===== config.mk =====
export PLATFORM = sky130hd
export DESIGN_NAME = euc_to_packed_decoder
export DESIGN_NICKNAME = d
export VERILOG_FILES = /design/src/design/eucd_pkg.sv /design/src/design/euc_to_packed_decoder.sv /design/src/design/eucd_core.sv /design/src/design/eucd_outq.sv
export SDC_FILE = /design/constraint.sdc
export NUM_CORES = 1
export LEC_CHECK = 0
export BUFFER_PORTS_ARGS = -buffer_cell sky130_fd_sc_hd__buf_4
export CORE_MARGIN = 4
export CORE_UTILIZATION = 30
export CTS_CLUSTER_SIZE = 28
export DETAILED_ROUTE_END_ITERATION = 16
export GPL_TIMING_DRIVEN = 0
export SLEW_MARGIN = 20
export SYNTH_ARGS = -nofsm -noshare
export SYNTH_HDL_FRONTEND = slang
export SYNTH_SLANG_ARGS = --single-unit

===== constraint.sdc =====
create_clock -name i_clk -period 3.63 [get_ports i_clk]
set_clock_uncertainty 0.2 [all_clocks]
set_input_delay 0.1815 -clock i_clk [delete_from_list [all_inputs] [get_ports i_clk]]
set_output_delay 0.1815 -clock i_clk [all_outputs]
set_load 0.02 [all_outputs]

===== src/design/eucd_pkg.sv =====
// Shared types and constants for the EUC-JP to packed code decoder.
// No dependencies; imported by every module of the block.
`default_nettype none

package eucd_pkg;

    // Lead bytes with special meaning
    localparam logic [7:0] LEAD_KANA = 8'h8E;
    localparam logic [7:0] LEAD_SUPP = 8'h8F;

    // Terminator status codes
    localparam logic [1:0] ST_OK    = 2'd0;
    localparam logic [1:0] ST_TRUNC = 2'd1;
    localparam logic [1:0] ST_FULL  = 2'd2;

    localparam logic [15:0] MAX_CHARS_RESET = 16'hFFFF;

    // Result queue depth; one input byte may push two results
    localparam int QDEPTH = 4;

    typedef struct packed {
        logic [7:0] byte_in;
        logic       end_of_input;
    } t_in;

    typedef struct packed {
        logic [15:0] code;
        logic        is_terminator;
        logic [1:0]  status;
        logic [15:0] char_total;
    } t_out;

    // Up to two results written to the queue in one cycle, first one first
    typedef struct packed {
        logic push0;
        logic push1;
        t_out data0;
        t_out data1;
    } t_push;

endpackage

`default_nettype wire


===== src/design/euc_to_packed_decoder.sv =====
// Top level of the EUC-JP to packed 16-bit code decoder.
// Depends on eucd_pkg, eucd_core and eucd_outq.
//
// Usage:
//   Input channel (i_in_valid / o_in_ready / i_in_data) takes one EUC-JP byte
//   per transaction, with end_of_input set on the last byte of a string.
//   Output channel (o_out_valid / i_out_ready / o_out_data) delivers one
//   packed character code per complete character, and one terminator result
//   (status and character count) after the last byte of each string.
//   Config channel (i_cfg_valid / o_cfg_ready / i_cfg_data) writes max_chars;
//   it is always ready. Write it only while the block is idle.
//   Throughput: one byte per cycle while the result queue has room. A final
//   byte that also completes a character yields two results, which leave the
//   output one at a time; the four-entry result queue absorbs that.
//   The first result of a byte passes through the input register and then
//   the result queue before it shows on the output.
//   Reset: max_chars returns to 65535, decode state and queue clear.
//   Stall: while i_out_ready is low the queue fills; o_in_ready drops while a
//   byte waits in the input register and fewer than two queue entries are free.
`default_nettype none

module euc_to_packed_decoder (
    input  wire logic           i_clk,
    input  wire logic           i_rst_n,
    input  wire logic           i_in_valid,
    output logic                o_in_ready,
    input  wire eucd_pkg::t_in  i_in_data,
    output logic                o_out_valid,
    input  wire logic           i_out_ready,
    output eucd_pkg::t_out      o_out_data,
    input  wire logic           i_cfg_valid,
    output logic                o_cfg_ready,
    input  wire logic [15:0]    i_cfg_data
);
    import eucd_pkg::*;

    t_push push;
    logic  room;

    assign o_cfg_ready = 1'b1;

    eucd_core u_core (
        .i_clk       (i_clk),
        .i_rst_n     (i_rst_n),
        .i_in_valid  (i_in_valid),
        .o_in_ready  (o_in_ready),
        .i_in_data   (i_in_data),
        .i_cfg_valid (i_cfg_valid),
        .i_cfg_data  (i_cfg_data),
        .i_room      (room),
        .o_push      (push)
    );

    eucd_outq u_outq (
        .i_clk       (i_clk),
        .i_rst_n     (i_rst_n),
        .i_push      (push),
        .o_room      (room),
        .o_out_valid (o_out_valid),
        .i_out_ready (i_out_ready),
        .o_out_data  (o_out_data)
    );

endmodule

`default_nettype wire


===== src/design/eucd_core.sv =====
// Input register, decode state and character/terminator generation.
// Depends on eucd_pkg; feeds eucd_outq through a t_push struct.
`default_nettype none

module eucd_core (
    input  wire logic          i_clk,
    input  wire logic          i_rst_n,
    input  wire logic          i_in_valid,
    output logic               o_in_ready,
    input  wire eucd_pkg::t_in i_in_data,
    input  wire logic          i_cfg_valid,
    input  wire logic [15:0]   i_cfg_data,
    input  wire logic          i_room,
    output eucd_pkg::t_push    o_push
);
    import eucd_pkg::*;

    typedef enum logic [2:0] {
        PH_LEAD  = 3'd0,
        PH_KANA  = 3'd1,
        PH_SUPP1 = 3'd2,
        PH_SUPP2 = 3'd3,
        PH_KANJI = 3'd4
    } t_phase;

    logic        r_valid;
    t_in         r_in;
    logic [15:0] r_max_chars;
    t_phase      r_phase, n_phase;
    logic [6:0]  r_held, n_held;
    logic [15:0] r_count, n_count;
    logic        r_full, n_full;

    logic        advance;
    logic        have;
    logic [15:0] code;
    logic [15:0] count_inc;
    logic [6:0]  low;
    t_out        char_res;
    t_out        term_res;
    logic [1:0]  term_status;

    assign advance    = r_valid && i_room;
    assign o_in_ready = !r_valid || advance;
    assign low        = r_in.byte_in[6:0];

    always_comb begin
        have    = 1'b0;
        code    = '0;
        n_phase = r_phase;
        n_held  = r_held;
        n_full  = r_full;
        if (!r_full) begin
            unique case (r_phase)
                PH_KANA: begin
                    code    = {8'h00, 1'b1, low};
                    have    = 1'b1;
                    n_phase = PH_LEAD;
                end
                PH_SUPP1: begin
                    n_held  = low;
                    n_phase = PH_SUPP2;
                end
                PH_SUPP2: begin
                    code    = {1'b1, r_held, 1'b0, low};
                    have    = 1'b1;
                    n_phase = PH_LEAD;
                end
                PH_KANJI: begin
                    code    = {1'b1, r_held, 1'b1, low};
                    have    = 1'b1;
                    n_phase = PH_LEAD;
                end
                default: begin
                    n_phase = PH_LEAD;
                    priority if (r_count >= r_max_chars) begin
                        n_full = 1'b1;
                    end else if (!r_in.byte_in[7]) begin
                        code = {8'h00, r_in.byte_in};
                        have = 1'b1;
                    end else if (r_in.byte_in == LEAD_KANA) begin
                        n_phase = PH_KANA;
                    end else if (r_in.byte_in == LEAD_SUPP) begin
                        n_phase = PH_SUPP1;
                    end else begin
                        n_held  = low;
                        n_phase = PH_KANJI;
                    end
                end
            endcase
        end

        count_inc = r_count + 16'd1;
        n_count   = have ? count_inc : r_count;

        // Capacity overrides truncation
        priority if (n_full) begin
            term_status = ST_FULL;
        end else if (n_phase != PH_LEAD) begin
            term_status = ST_TRUNC;
        end else begin
            term_status = ST_OK;
        end

        char_res = '{code: code, is_terminator: 1'b0, status: ST_OK, char_total: n_count};
        term_res = '{code: 16'h0000, is_terminator: 1'b1, status: term_status,
                     char_total: n_count};

        o_push.push0 = advance && (have || r_in.end_of_input);
        o_push.push1 = advance && have && r_in.end_of_input;
        o_push.data0 = have ? char_res : term_res;
        o_push.data1 = term_res;
    end

    always_ff @(posedge i_clk) begin
        if (!i_rst_n) begin
            r_valid     <= 1'b0;
            r_max_chars <= MAX_CHARS_RESET;
            r_phase     <= PH_LEAD;
            r_held      <= '0;
            r_count     <= '0;
            r_full      <= 1'b0;
        end else begin
            if (i_cfg_valid) begin
                r_max_chars <= i_cfg_data;
            end
            if (o_in_ready) begin
                r_valid <= i_in_valid;
            end
            if (advance) begin
                if (r_in.end_of_input) begin
                    // clear per-string state after the terminator
                    r_phase <= PH_LEAD;
                    r_held  <= '0;
                    r_count <= '0;
                    r_full  <= 1'b0;
                end else begin
                    r_phase <= n_phase;
                    r_held  <= n_held;
                    r_count <= n_count;
                    r_full  <= n_full;
                end
            end
        end
    end

    always_ff @(posedge i_clk) begin
        if (o_in_ready && i_in_valid) begin
            r_in <= i_in_data;
        end
    end

endmodule

`default_nettype wire


===== src/design/eucd_outq.sv =====
// Result queue: takes up to two results per cycle, one out per ready cycle.
// Depends on eucd_pkg for t_out, t_push and QDEPTH.
`default_nettype none

module eucd_outq (
    input  wire logic            i_clk,
    input  wire logic            i_rst_n,
    input  wire eucd_pkg::t_push i_push,
    output logic                 o_room,
    output logic                 o_out_valid,
    input  wire logic            i_out_ready,
    output eucd_pkg::t_out       o_out_data
);
    import eucd_pkg::*;

    localparam int PW = $clog2(QDEPTH);
    localparam int CW = $clog2(QDEPTH + 1);

    t_out          r_mem [QDEPTH];
    logic [PW-1:0] r_wr_ptr, r_rd_ptr;
    logic [CW-1:0] r_count;
    logic          pop;
    logic [PW-1:0] wr_ptr1;

    assign pop         = o_out_valid && i_out_ready;
    assign o_out_valid = (r_count != '0);
    assign o_out_data  = r_mem[r_rd_ptr];
    assign o_room      = (r_count <= CW'(QDEPTH - 2));
    assign wr_ptr1     = r_wr_ptr + PW'(1);

    always_ff @(posedge i_clk) begin
        if (i_push.push0) begin
            r_mem[r_wr_ptr] <= i_push.data0;
        end
        if (i_push.push1) begin
            r_mem[wr_ptr1] <= i_push.data1;
        end
    end

    always_ff @(posedge i_clk) begin
        if (!i_rst_n) begin
            r_wr_ptr <= '0;
            r_rd_ptr <= '0;
            r_count  <= '0;
        end else begin
            r_wr_ptr <= r_wr_ptr + PW'(i_push.push0) + PW'(i_push.push1);
            if (pop) begin
                r_rd_ptr <= r_rd_ptr + PW'(1);
            end
            r_count <= r_count + CW'(i_push.push0) + CW'(i_push.push1) - CW'(pop);
        end
    end

endmodule

`default_nettype wire


==> impl_metrics.yaml, run 1 <==
outcome:
  run_status: "complete, no violations"
power_and_ir_drop:
  worst_ir_drop_vdd_mv: 0.356
  report.power.total_mw: 6.72
  power.density_mw_per_mm2: 569
  static-leakage-power_nw: 4.45
placement:
  place.gp.congestion: 0.831
  dp_hpwl_um: 17200
  count_of_port_buffers_added_during_placement: 66
clock_tree:
  path_clk_slew_ns: 0.06
  htreeDepth: 1
  ctsRootBufferMaster: "clkbuf_16"
  numCtsBuffers: 22
  cts-root-to-sink-buffers: 3
  clk_latency_ns: 0.52
  tritoncts_num_sinks: 202
  cts_tree: "built"
drt:
  routed_wl_um: 24000
  routedWlPerCell_um: 17.0
  first_pass_iters: 5
  antenna_violating_nets_post_route: 0
  routed_via_density: 4.89
  drc_errors: 0
  dr_total_vias: 6919
  drt_iter0_markers: 392
floorplanning:
  core_region_area_sq_mm: 0.0315
  die-height_um: 186
  start_util_pct: 30.3
  dieWidth_um: 186
  io_pins: 68
  die-area_sq_mm: 0.0347
  num_rows: 65
yosys:
  syn-num-nets: 920
  synth_cell_types: 71
  ys_dominant_reg_cell: "dfxtp_1"
  synth_area_sq_mm: 0.00955
  synth-seq-cells: 202
  synth_top_area_share_pct: 25.5
  synth_enable_flop_cells: 81
  ranking_of_synthesized_cells_by_area: "edfxtp_1 25%, dfxtp_1 25%, mux4_2 8.3%"
  post_synthesis_async_set_or_reset_flop_share_pct: 0
  synth_cells: 868
  synth_seq_area_share_pct: 50.8
  yosysWarningCount: 0
  post_synth.cell_area_avg_sq_um: 11.0
  synthDominantAreaCellType: "edfxtp_1"
sta:
  whs_ns: 0.0379
  max_slew.worst_pin.slew_ns: 0.919
  setup_viol: 0
  layout_min_cycle_time_ns: 3.51
  maxSlewHeadroom_pct: 38.7
  max_clock_freq_mhz: 285
  slew_viol_final: 0
  grt_setup_unrepaired: "yes"
  hold_viol_final: 0
  post-route-period-util_pct: 96.6
global_route:
  overall_routing_resource_usage_pct: 13.7
  globalRouteOverflowTotal: 0
  number_of_antenna_violations_at_the_first_check_in_global_routing: 0
  grt_start_max_net_pins: 19
  via_count_of_the_first_global_routing_pass: 6928
  grt_first_pass_wirelength_um: 38800
cells_and_area:
  layout-drive-gt1-share_pct: 21.3
  register_area_sq_mm: 0.00486
  diodes: 0
  multi_input_comb_area_sq_mm: 0.00440
  area_delta_synth_final_pct: 23.7
  n_fill_cell: 3065
  nets: 1049
min_path:
  hold_path_class: "primary input to flop"
  hold_path_startpoint: "i_cfg_valid"
  worst_hold_path.num_cells: 3
critical_path:
  crit_arrival_ns: 3.70
  worst-r2r-cell-count: 14
  worst_ep_required_time_ns: 3.82
  worstPathCellList: "ha_1, nand4_1, buf_4, o21bai_2, nor4b_4, a31o_4, buf_8, o21ai_4, ha_4, inv_1, fa_2, fa_2, xnor2_1, and2_1"
  cp-startpoint: "u_core.r_count[12]$_SDFFE_PN0P_"
  crit_path_max_incr_delay_ns: 0.36
  cp-start-kind: "flop"
  cp-end-kind: "flop"
  timing.critical_path.slowest_stage_cell: "dfxtp_2"
  worst_path_most_repeated_cell: "fa_2"
  worstReg2RegStart: "u_core.r_count[12]$_SDFFE_PN0P_"
  timing_worst_setup_path_type: "flop to flop"
  critical_path.max_fanout: 6
job:
  max_cap_viol_count: 0
power breakdown:
part | switching, mW | total, mW | leakage, nW | internal (mW)
Sequential | 0.129 | 2.75 | 1.72 | 2.62
Combinational | 1.01 | 1.79 | 2.38 | 0.786
Clock | 0.889 | 2.18 | 0.346 | 1.29
Total | 2.03 | 6.72 | 4.45 | 4.69
synth_stat cells (all sizes together), types with 3 or more instances:
master and n:
buf 32, nand4 13, mux4 35, clkbuf 25
nor3b 8, a32o 5, ha 19, a31o 8
edfxtp 81, and3 14, or3 4, a22o 6
fa 3, nand3 17, a21boi 6, and2 27
nand2 69, nor2b 10, nor2 136, a21oi 17
o21a 6, o21ai 20, o211ai 17, nand3b 3
o2bb2ai 14, nor3 16, a22oi 3, xor2 8
inv 31, a31oi 7, mux2i 46, xnor2 14
dfxtp 121, nor4b 4, o31ai 4
cells by family after synthesis:
kind of cell	share of synthesized area, %
fa+ha+maj	3.22
buf+inv	4.23
simple gates	16.5
xor+xnor	2.02
mux	13.1
other cells	0.0393
flops	50.8
compound gates	10.1
critical path, delay by kind of cell (launching register included):
family	cells	cell delay (ns)
adders and majority gates	4	1.27
and+or+nand+nor	3	0.69
AOI/OAI and AO/OA	3	0.41
DFF	1	0.36
buffers and inverters	3	0.33
xor gates and xnor gates	1	0.12
per-stage QoR:
step                std cells  utilization (%)  setup WS (ns)  setup TNS [ns]  area [sq um]
CTS                      1410             37.1       0.000323               0         11700
finish                   1414             37.5          0.125               0         11800
floorplan                 868                -         0.0374               0          9550
global placement         1336             33.5         -0.477          -20.99         10500
global route             1414             37.5        -0.0408          -0.512         11800
detailed placement       1336             33.5         -0.530          -25.28         10500
final cells by class:
cell class	count	share of cell area (%)
inverters	31	1.08
multi-input cells	578	37.3
flip-flops and latches	202	41.2
clock buffers	30	5.36
plain buffers	56	2.52
well taps	402	4.26
repair buffers	106	7.65
clock inverters	9	0.636
cells in the final DEF, fill, tap and decap left out, drive strengths merged, types with 3 or more instances in the layout:
cell | synthesis | final
nand3b | 3 | 3
o2bb2ai | 14 | 14
dfxtp | 121 | 121
nand2 | 69 | 69
buf | 32 | 110
ha | 19 | 19
clkinvlp | 0 | 3
nor4b | 4 | 4
a21oi | 17 | 17
nand3 | 17 | 17
xnor2 | 14 | 14
nor3b | 8 | 8
and3 | 14 | 14
nor2 | 136 | 136
fa | 3 | 3
xor2 | 8 | 8
a31oi | 7 | 7
edfxtp | 81 | 81
inv | 31 | 28
nor2b | 10 | 10
clkinv | 0 | 8
a22o | 6 | 6
nand4 | 13 | 13
a22oi | 3 | 3
a32o | 5 | 5
a21boi | 6 | 6
o211ai | 17 | 17
o21a | 6 | 6
dlygate4sd3 | 0 | 28
and2 | 27 | 27
mux2i | 46 | 46
nor3 | 16 | 16
o31ai | 4 | 4
or3 | 4 | 4
clkbuf | 25 | 54
a31o | 8 | 8
mux4 | 35 | 35
o21ai | 20 | 20
final timing paths:
check	to	slack, ns
hold reg to reg	u_outq.r_mem[2][18]$_SDFFE_PP1N_	0.26
hold / removal	u_core.r_max_chars[8]$_SDFFE_PN1P_	0.04
setup / recovery	u_outq.r_count[2]$_SDFF_PN0_	0.12
setup reg to reg	u_outq.r_count[2]$_SDFF_PN0_	0.12
layer usage:
layer	up-vias	GRT usage, %	part of all wire (%)
li1	3389	-	-
met1	3361	19.3	47
met2	135	22.6	47
met3	34	1.66	4.2
met4	0	3.36	1.8
met5	-	0	0
flip-flops by register name, summed over array words and instances, names as in the netlist, named ones only:
signal              count
u_core.low              7
u_core.r_count         16
u_core.r_full           1
u_core.r_held           7
u_core.r_in             2
u_core.r_max_chars     16
u_core.r_phase          3
u_core.r_valid          1
u_outq.r_count          3
u_outq.r_mem          140
u_outq.r_rd_ptr         2
u_outq.r_wr_ptr         2
repair_timing:
action / CTS / global route
setup endpoints to repair: 81 / 54
pin swaps: 7 / 6
gates resized for setup: 21 / 13
setup buffers: 7 / 5
endpoints found under the hold margin: 30 / 0
hold buffers: 28 / 0
Power figures use the tool's default switching activity.
==> run 2, diff against run 1 <==
Settings changed: SYNTH_HIERARCHICAL from default to 1.
==> run 2 against run 1 <==
  * The run now ends with setup timing left
  * Combinational power grew 2%
  * Critical path type unchanged
  * Synthesized area grew 12%
  * Via count shrank 2.5%
  * Sequential power is essentially flat
  * Non-clock buffer count grew 47
  * First-iteration DRC count shrank 0.26%
  * Register-to-register slack lost 0.13 ns
  * Clock-buffer cell count shrank 3
  * Maximum frequency shrank 3.6%
==> impl_metrics.yaml, run 2 <==
sta:
  setup_viol: 1
  setup_tns_ns: -0.00763
  hold_viol_final: 0
  max_clock_freq_mhz: 275
  post-route-worst-setup-slack_ns: -0.00763
  max_slew.worst_pin.slew_ns: 0.856
  layout_min_cycle_time_ns: 3.64
  post-route-period-util_pct: 100
  slew_viol_final: 0
  grt_setup_unrepaired: "yes"
  maxSlewHeadroom_pct: 42.9
min_path:
  hold_path_class: "primary input to flop"
  worst_hold_path.num_cells: 4
cells_and_area:
  post_route_non_filler_standard_cell_count: 1430
  n_fill_cell: 3213
  diodes: 0
  nets: 1010
  layout.cells.most_common_list: "149 x edfxtp_1, 127 x buf_4, 110 x mux2_2"
  layout.cells.most_common: "edfxtp_1"
  area_delta_synth_final_pct: 28.0
  leading_registers_by_flop_count: "u_outq/r_mem x140, u_core/r_count x16, u_core/r_max_chars x16"
  largest_register_ff_count: 140
  layout-drive-gt1-share_pct: 44.4
  register_area_sq_mm: 0.00556
  multi_input_comb_area_sq_mm: 0.00490
  top_register: "u_outq/r_mem"
clock_tree:
  path_clk_slew_ns: 0.06
  cts-root-to-sink-buffers: 3
  tritoncts_num_sinks: 202
  ctsRootBufferMaster: "clkbuf_16"
  htreeDepth: 1
  numCtsBuffers: 23
  clk_latency_ns: 0.51
  cts_tree: "built"
floorplanning:
  core_region_area_sq_mm: 0.0348
  start_util_pct: 30.6
  die-area_sq_mm: 0.0386
  die-height_um: 197
  num_rows: 68
  io_pins: 68
  dieWidth_um: 197
global_route:
  globalRouteOverflowTotal: 0
  number_of_antenna_violations_at_the_first_check_in_global_routing: 0
  via_count_of_the_first_global_routing_pass: 6962
  grt_start_max_net_pins: 20
  grt_first_pass_wirelength_um: 40900
  overall_routing_resource_usage_pct: 13.4
critical_path:
  critical_path.top_delay_family: "adder cells"
  worstPathCellList: "ha_4, a21oi_2, nand2_2, a221oi_4, o211ai_1, a31oi_2, buf_6, buf_12, nor2_4, nor2_4, inv_2, ha_4, inv_2, fa_2, fa_2, xnor2_1, and2_1"
  worst_ep_required_time_ns: 3.83
  cp.depth: 17
  timing_worst_setup_path_type: "flop to flop"
  critical_path.max_fanout: 4
  cp-end-kind: "flop"
  crit_arrival_ns: 3.84
  crit_path_max_incr_delay_ns: 0.36
  worstPathBufferInverterCount: 4
  cp-start-kind: "flop"
  worst-r2r-cell-count: 17
  timing.critical_path.slowest_stage_cell: "dfxtp_4"
yosys:
  yosysMostFrequentCell: "edfxtp_1"
  post_synth_xor_area_fraction_pct: 1.48
  largest_family_of_logic_cells_by_synthesized_area: "multiplexers"
  synth_area_sq_mm: 0.0107
  synth_cell_types: 68
  synth_seq_area_share_pct: 51.9
  synthSimpleGateAreaFrac_pct: 7.90
  synth_enable_flop_cells: 149
  synthDominantAreaCellType: "edfxtp_1"
  synth-seq-cells: 202
  ys_dominant_reg_cell: "edfxtp_1"
  synth_top_area_share_pct: 42.0
  post_synth_fa_ha_maj_area_fraction_pct: 2.79
  post_synthesis_async_set_or_reset_flop_share_pct: 0
  post_synth_mux_area_share_pct: 22.8
  synth-compound-area-share_pct: 7.01
  yosysWarningCount: 6
  synth.cells.most_frequent: "149 x edfxtp_1, 139 x mux2_2, 53 x dfxtp_1"
  post_synth.cell_area_avg_sq_um: 13.6
  synth_cells: 785
  ranking_of_synthesized_cells_by_area: "edfxtp_1 42%, mux2_2 15%, dfxtp_1 10%"
power_and_ir_drop:
  worst_ir_drop_vdd_mv: 0.368
  static-leakage-power_nw: 5.30
  power.density_mw_per_mm2: 501
drt:
  routed_wl_um: 26000
  first_pass_iters: 5
  drc_errors: 0
  drt_iter0_markers: 391
  routed_via_density: 4.72
  routedWlPerCell_um: 18.2
  dr_total_vias: 6747
  antenna_violating_nets_post_route: 0
outcome:
  run_status: "finished with violations"
  failed_checks: "setup timing"
placement:
  count_of_port_buffers_added_during_placement: 66
  detailedPlace.worstSlack_ns: -1.05
  dp_hpwl_um: 17100
  place.gp.congestion: 0.798
  dp.cells: 1326
job:
  max_cap_viol_count: 0
[run 2: cell count changes after synthesis, sizes merged, moves of 21 or more]
cell	previous run	this run
mux2	0	141
nor2	136	25
dfxtp	121	53
edfxtp	81	149
mux2i	46	6
buf	32	65
nand2	69	48
[run 2: final cells by class]
cell class	instances	area share (%)
buffer	75	4.05
sequential	202	40.7
multi-input combinational	492	35.9
inverter	30	0.825
clock buffer	27	4.33
clock inverter	15	0.963
timing repair buffer	134	9.04
tap	455	4.17
[run 2: worst paths after layout]
| kind | start | end | slack (ns) |
|---|---|---|---|
| setup / recovery | u_core/r_count[14]$_SDFFE_PN0P_ | u_outq/r_count[2]$_SDFF_PN0_ | -0.008 |
| hold reg to reg | u_core/r_held[6]$_SDFFE_PN0P_ | u_core/r_held[6]$_SDFFE_PN0P_ | 0.28 |
| setup reg to reg | u_core/r_count[14]$_SDFFE_PN0P_ | u_outq/r_count[2]$_SDFF_PN0_ | -0.008 |
| hold / removal | i_cfg_valid | u_core/r_max_chars[14]$_SDFFE_PN1P_ | 0.04 |
[run 2: what timing repair did]
action | in CTS | in global routing
gates cloned | 3 | 1
pin swaps | 12 | 4
hold endpoints to repair | 38 | 0
setup endpoints to repair | 284 | 156
gates resized for setup | 39 | 40
hold buffers | 30 | 0
setup buffers | 30 | 2
[run 2: layer usage]
metal | routed length, um | track usage, %
met5 | 0 | 0
met4 | 483 | 3.05
met3 | 1090 | 1.79
met2 | 12400 | 21.9
met1 | 12000 | 18.9
[run 2: through the flow]
step | hold WS [ns] | util, % | instance area [sq um] | power (mW)
floorplan | 0.0804 | - | 10900 | 3.88
CTS | 0.0251 | 38.8 | 13500 | 6.91
global placement | 0.162 | 34.3 | 11900 | 4.46
global route | 0.0737 | 39.2 | 13600 | 7.18
detailed placement | 0.162 | 34.5 | 12000 | 4.50
finish | 0.0405 | 39.2 | 13600 | 6.83
[run 2: power breakdown]
| part | internal (mW) | leakage (nW) | switching (mW) |
|---|---|---|---|
| Combinational | 0.878 | 3.13 | 0.953 |
| Sequential | 2.69 | 1.81 | 0.0719 |
| Clock | 1.31 | 0.358 | 0.932 |
| Total | 4.87 | 5.30 | 1.96 |
[run 2: cells by family (layout without fill, tap and decap cells)]
kind of cell | count (synthesis) | in the layout
AND/OR/NAND/NOR | 157 | 158
buffers and inverters | 107 | 281
other | 3 | 18
flip-flops | 202 | 202
multiplexers | 182 | 182
AO/OA/AOI/OAI | 94 | 94
XOR/XNOR | 18 | 18
adder cells (fa/ha/maj) | 22 | 22
[run 2: worst register-to-register path: stages (launching register included)]
cell	delay, ns
dfxtp_4	0.36
ha_4	0.25
a21oi_2	0.14
nand2_2	0.08
a221oi_4	0.35
o211ai_1	0.17
a31oi_2	0.27
buf_6	0.16
buf_12	0.10
nor2_4	0.03
nor2_4	0.11
inv_2	0.08
ha_4	0.26
inv_2	0.03
fa_2	0.33
fa_2	0.34
xnor2_1	0.12
and2_1	0.14
==> run 3, diff against run 2 <==
Settings changed: GPL_TIMING_DRIVEN 0 to default.
==> run 3 against run 2 <==
  * The flow now finishes without violations
  * Via count down 3.1%
  * Core utilization is 1.5 points lower
  * Worst hold slack improved by 0.15 ns
  * Design area decreased by 3.9%
  * Register-to-register slack improved by 0.13 ns
  * Non-clock buffer count down 55
  * Critical path type unchanged
  * Largest power group unchanged
==> impl_metrics.yaml, run 3 (synthesis gave the netlist of run 2 again) <==
power_and_ir_drop:
  internal_power_mw: 4.75
  power.density_mw_per_mm2: 504
  proportion_of_power_drawn_by_combinational_gates_pct: 24.6
  clock_power_share_pct: 33.0
  static-leakage-power_nw: 4.93
  p_sw_share_pct: 28.1
  power.net_switching_mw: 1.86
  p_seq_share_pct: 42.4
  worst_ir_drop_vdd_mv: 0.328
placement:
  count_of_port_buffers_added_during_placement: 66
  dp_hpwl_um: 15700
  dpl_cell_area_sq_mm: 0.0117
  detailedPlace.worstSlack_ns: 0.0945
  place.gp.congestion: 0.773
critical_path:
  worst_ep_required_time_ns: 3.84
  crit_arrival_ns: 3.72
  worstPathCellList: "inv_2, ha_4, a21oi_4, nand2_2, a221oi_4, o211ai_1, a31oi_4, nor2_4, nor2_4, inv_4, ha_4, inv_1, fa_2, fa_2, xnor2_1, and2_1"
  worst-r2r-cell-count: 16
  crit_path_max_incr_delay_ns: 0.39
  critical_path.max_fanout: 4
  cp-end-kind: "flop"
  worstReg2RegStart: "u_core/r_max_chars[14]$_SDFFE_PN1P_"
  cp-start-kind: "flop"
  rrSetupSlack_ns: 0.12
  crit-reg2reg-capture: "u_outq/r_count[2]$_SDFF_PN0_"
  timing.critical_path.slowest_stage_cell: "a221oi_4"
  timing_worst_setup_path_type: "flop to flop"
floorplanning:
  dieWidth_um: 197
  die-height_um: 197
  io_pins: 68
  core_region_area_sq_mm: 0.0348
  start_util_pct: 30.6
  num_rows: 68
  die-area_sq_mm: 0.0386
sta:
  post-route-period-util_pct: 96.7
  post-route-worst-setup-slack_ns: 0.121
  max_clock_freq_mhz: 285
  setup_tns_ns: 0
  max_slew.worst_pin.slew_ns: 0.997
  grt_setup_unrepaired: "yes"
  maxSlewHeadroom_pct: 33.5
  hold_viol_final: 0
  setup_viol: 0
  layout_min_cycle_time_ns: 3.51
  slew_viol_final: 0
  whs_ns: 0.192
clock_tree:
  clk_latency_ns: 0.52
  tritoncts_num_sinks: 202
  ctsRootBufferMaster: "clkbuf_16"
  numCtsBuffers: 23
  htreeDepth: 1
  path_clk_slew_ns: 0.06
  cts.repair_timing.setup_buffer_count: 0
  cts-root-to-sink-buffers: 3
  cts_tree: "built"
global_route:
  met3_demand_to_capacity_share_in_global_routing_pct: 1.86
  globalRouteOverflowTotal: 0
  grt_start_max_net_pins: 40
  grt_use_met1_pct: 17.5
  number_of_antenna_violations_at_the_first_check_in_global_routing: 0
  globalRoute.busiestLayer: "met2"
  global_route.usage.met2_pct: 20.3
  via_count_of_the_first_global_routing_pass: 6664
  overall_routing_resource_usage_pct: 12.3
  grt_first_pass_wirelength_um: 38200
drt:
  routedWlPerCell_um: 17.7
  routed_wl_um: 24300
  drt_iter0_markers: 401
  dr_total_vias: 6539
  first_pass_iters: 7
  routed_via_density: 4.76
  antenna_violating_nets_post_route: 0
  drc_errors: 0
cells_and_area:
  area_delta_synth_final_pct: 23.0
  diodes: 0
  nets: 954
  layout.cells.most_common_list: "149 x edfxtp_1, 139 x mux2_2, 84 x buf_4"
  fin_area_sq_mm: 0.0131
  top_register: "u_outq/r_mem"
  layout-drive-gt1-share_pct: 38.3
  leading_registers_by_flop_count: "u_outq/r_mem x140, u_core/r_count x16, u_core/r_max_chars x16"
  largest_register_ff_count: 140
  layout.cells.most_common: "edfxtp_1"
outcome:
  run_status: "complete, no violations"
min_path:
  worst_hold_path.num_cells: 2
  hold_path_startpoint: "i_in_data[0]"
  holdPathEnd: "u_core/r_in[0]$_DFFE_PP_"
  hold_path_class: "primary input to flop"
job:
  max_cap_viol_count: 0
## run 3: worst max path at each step
stage | from | slack [ns] | to | cells after the start
final | u_core/r_max_chars[14]$_SDFFE_PN1P_ | 0.12 | u_outq/r_count[2]$_SDFF_PN0_ | 16
after global routing | u_core/r_max_chars[14]$_SDFFE_PN1P_ | -0.02 | u_outq/r_count[2]$_SDFF_PN0_ | 16
after CTS | u_core/r_max_chars[14]$_SDFFE_PN1P_ | 0.07 | u_outq/r_count[2]$_SDFF_PN0_ | 16
after detailed placement | u_core/r_max_chars[14]$_SDFFE_PN1P_ | 0.09 | u_outq/r_count[2]$_SDFF_PN0_ | 16
after global placement | u_core/r_max_chars[12]$_SDFFE_PN1P_ | 0.17 | u_outq/r_count[2]$_SDFF_PN0_ | 15
after floorplan | u_core/r_count[7]$_SDFFE_PN0P_ | 0.005 | u_outq/r_mem[0][0]$_DFFE_PP_ | 12
## run 3: layout make-up
type | instances | area [sq um]
fillers | 3279 | 21700
flip-flops and latches | 202 | 5550
multi-input cells | 491 | 4740
repair buffers | 154 | 1420
clock buffers | 37 | 683
well taps | 455 | 569
inverters | 30 | 115
clock inverters | 5 | 28.8
## run 3: metal layers
layer | part of all wire (%) | wire (um)
met5 | 0 | 0
met4 | 1.3 | 323
met3 | 4.5 | 1080
met2 | 47 | 11500
met1 | 47 | 11400
## run 3: what timing repair did
item                                    in CTS  in global routing
hold buffers                                61                  0
hold endpoints to repair                    40                  0
endpoints found under the setup margin       0                 40
gates resized for setup                      0                  8
## run 3: critical path, delay by kind of cell, from the launching register on
family	cells	cell delay, ns
xor+xnor	1	0.12
simple gates	4	0.42
fa+ha+maj	4	1.19
buf+inv	3	0.15
compound gates	4	0.97
flops	1	0.32
## run 3: power groups by stage
stage | Clock [mW] | Sequential (mW) | Combinational, mW
after global placement | 0 | 2.85 | 1.58
after CTS | 2.24 | 2.81 | 1.66
after global routing | 2.32 | 2.83 | 1.77
final | 2.18 | 2.81 | 1.62
after floorplan | 0 | 2.78 | 1.10
after detailed placement | 0 | 2.86 | 1.59
## run 3: per-stage QoR
stage | total power [mW] | util (%) | std cells
CTS | 6.71 | 37.5 | 1374
finish | 6.61 | 37.7 | 1374
global placement | 4.44 | 33.7 | 1271
detailed placement | 4.45 | 33.7 | 1271
global route | 6.92 | 37.7 | 1374
floorplan | 3.88 | - | 800
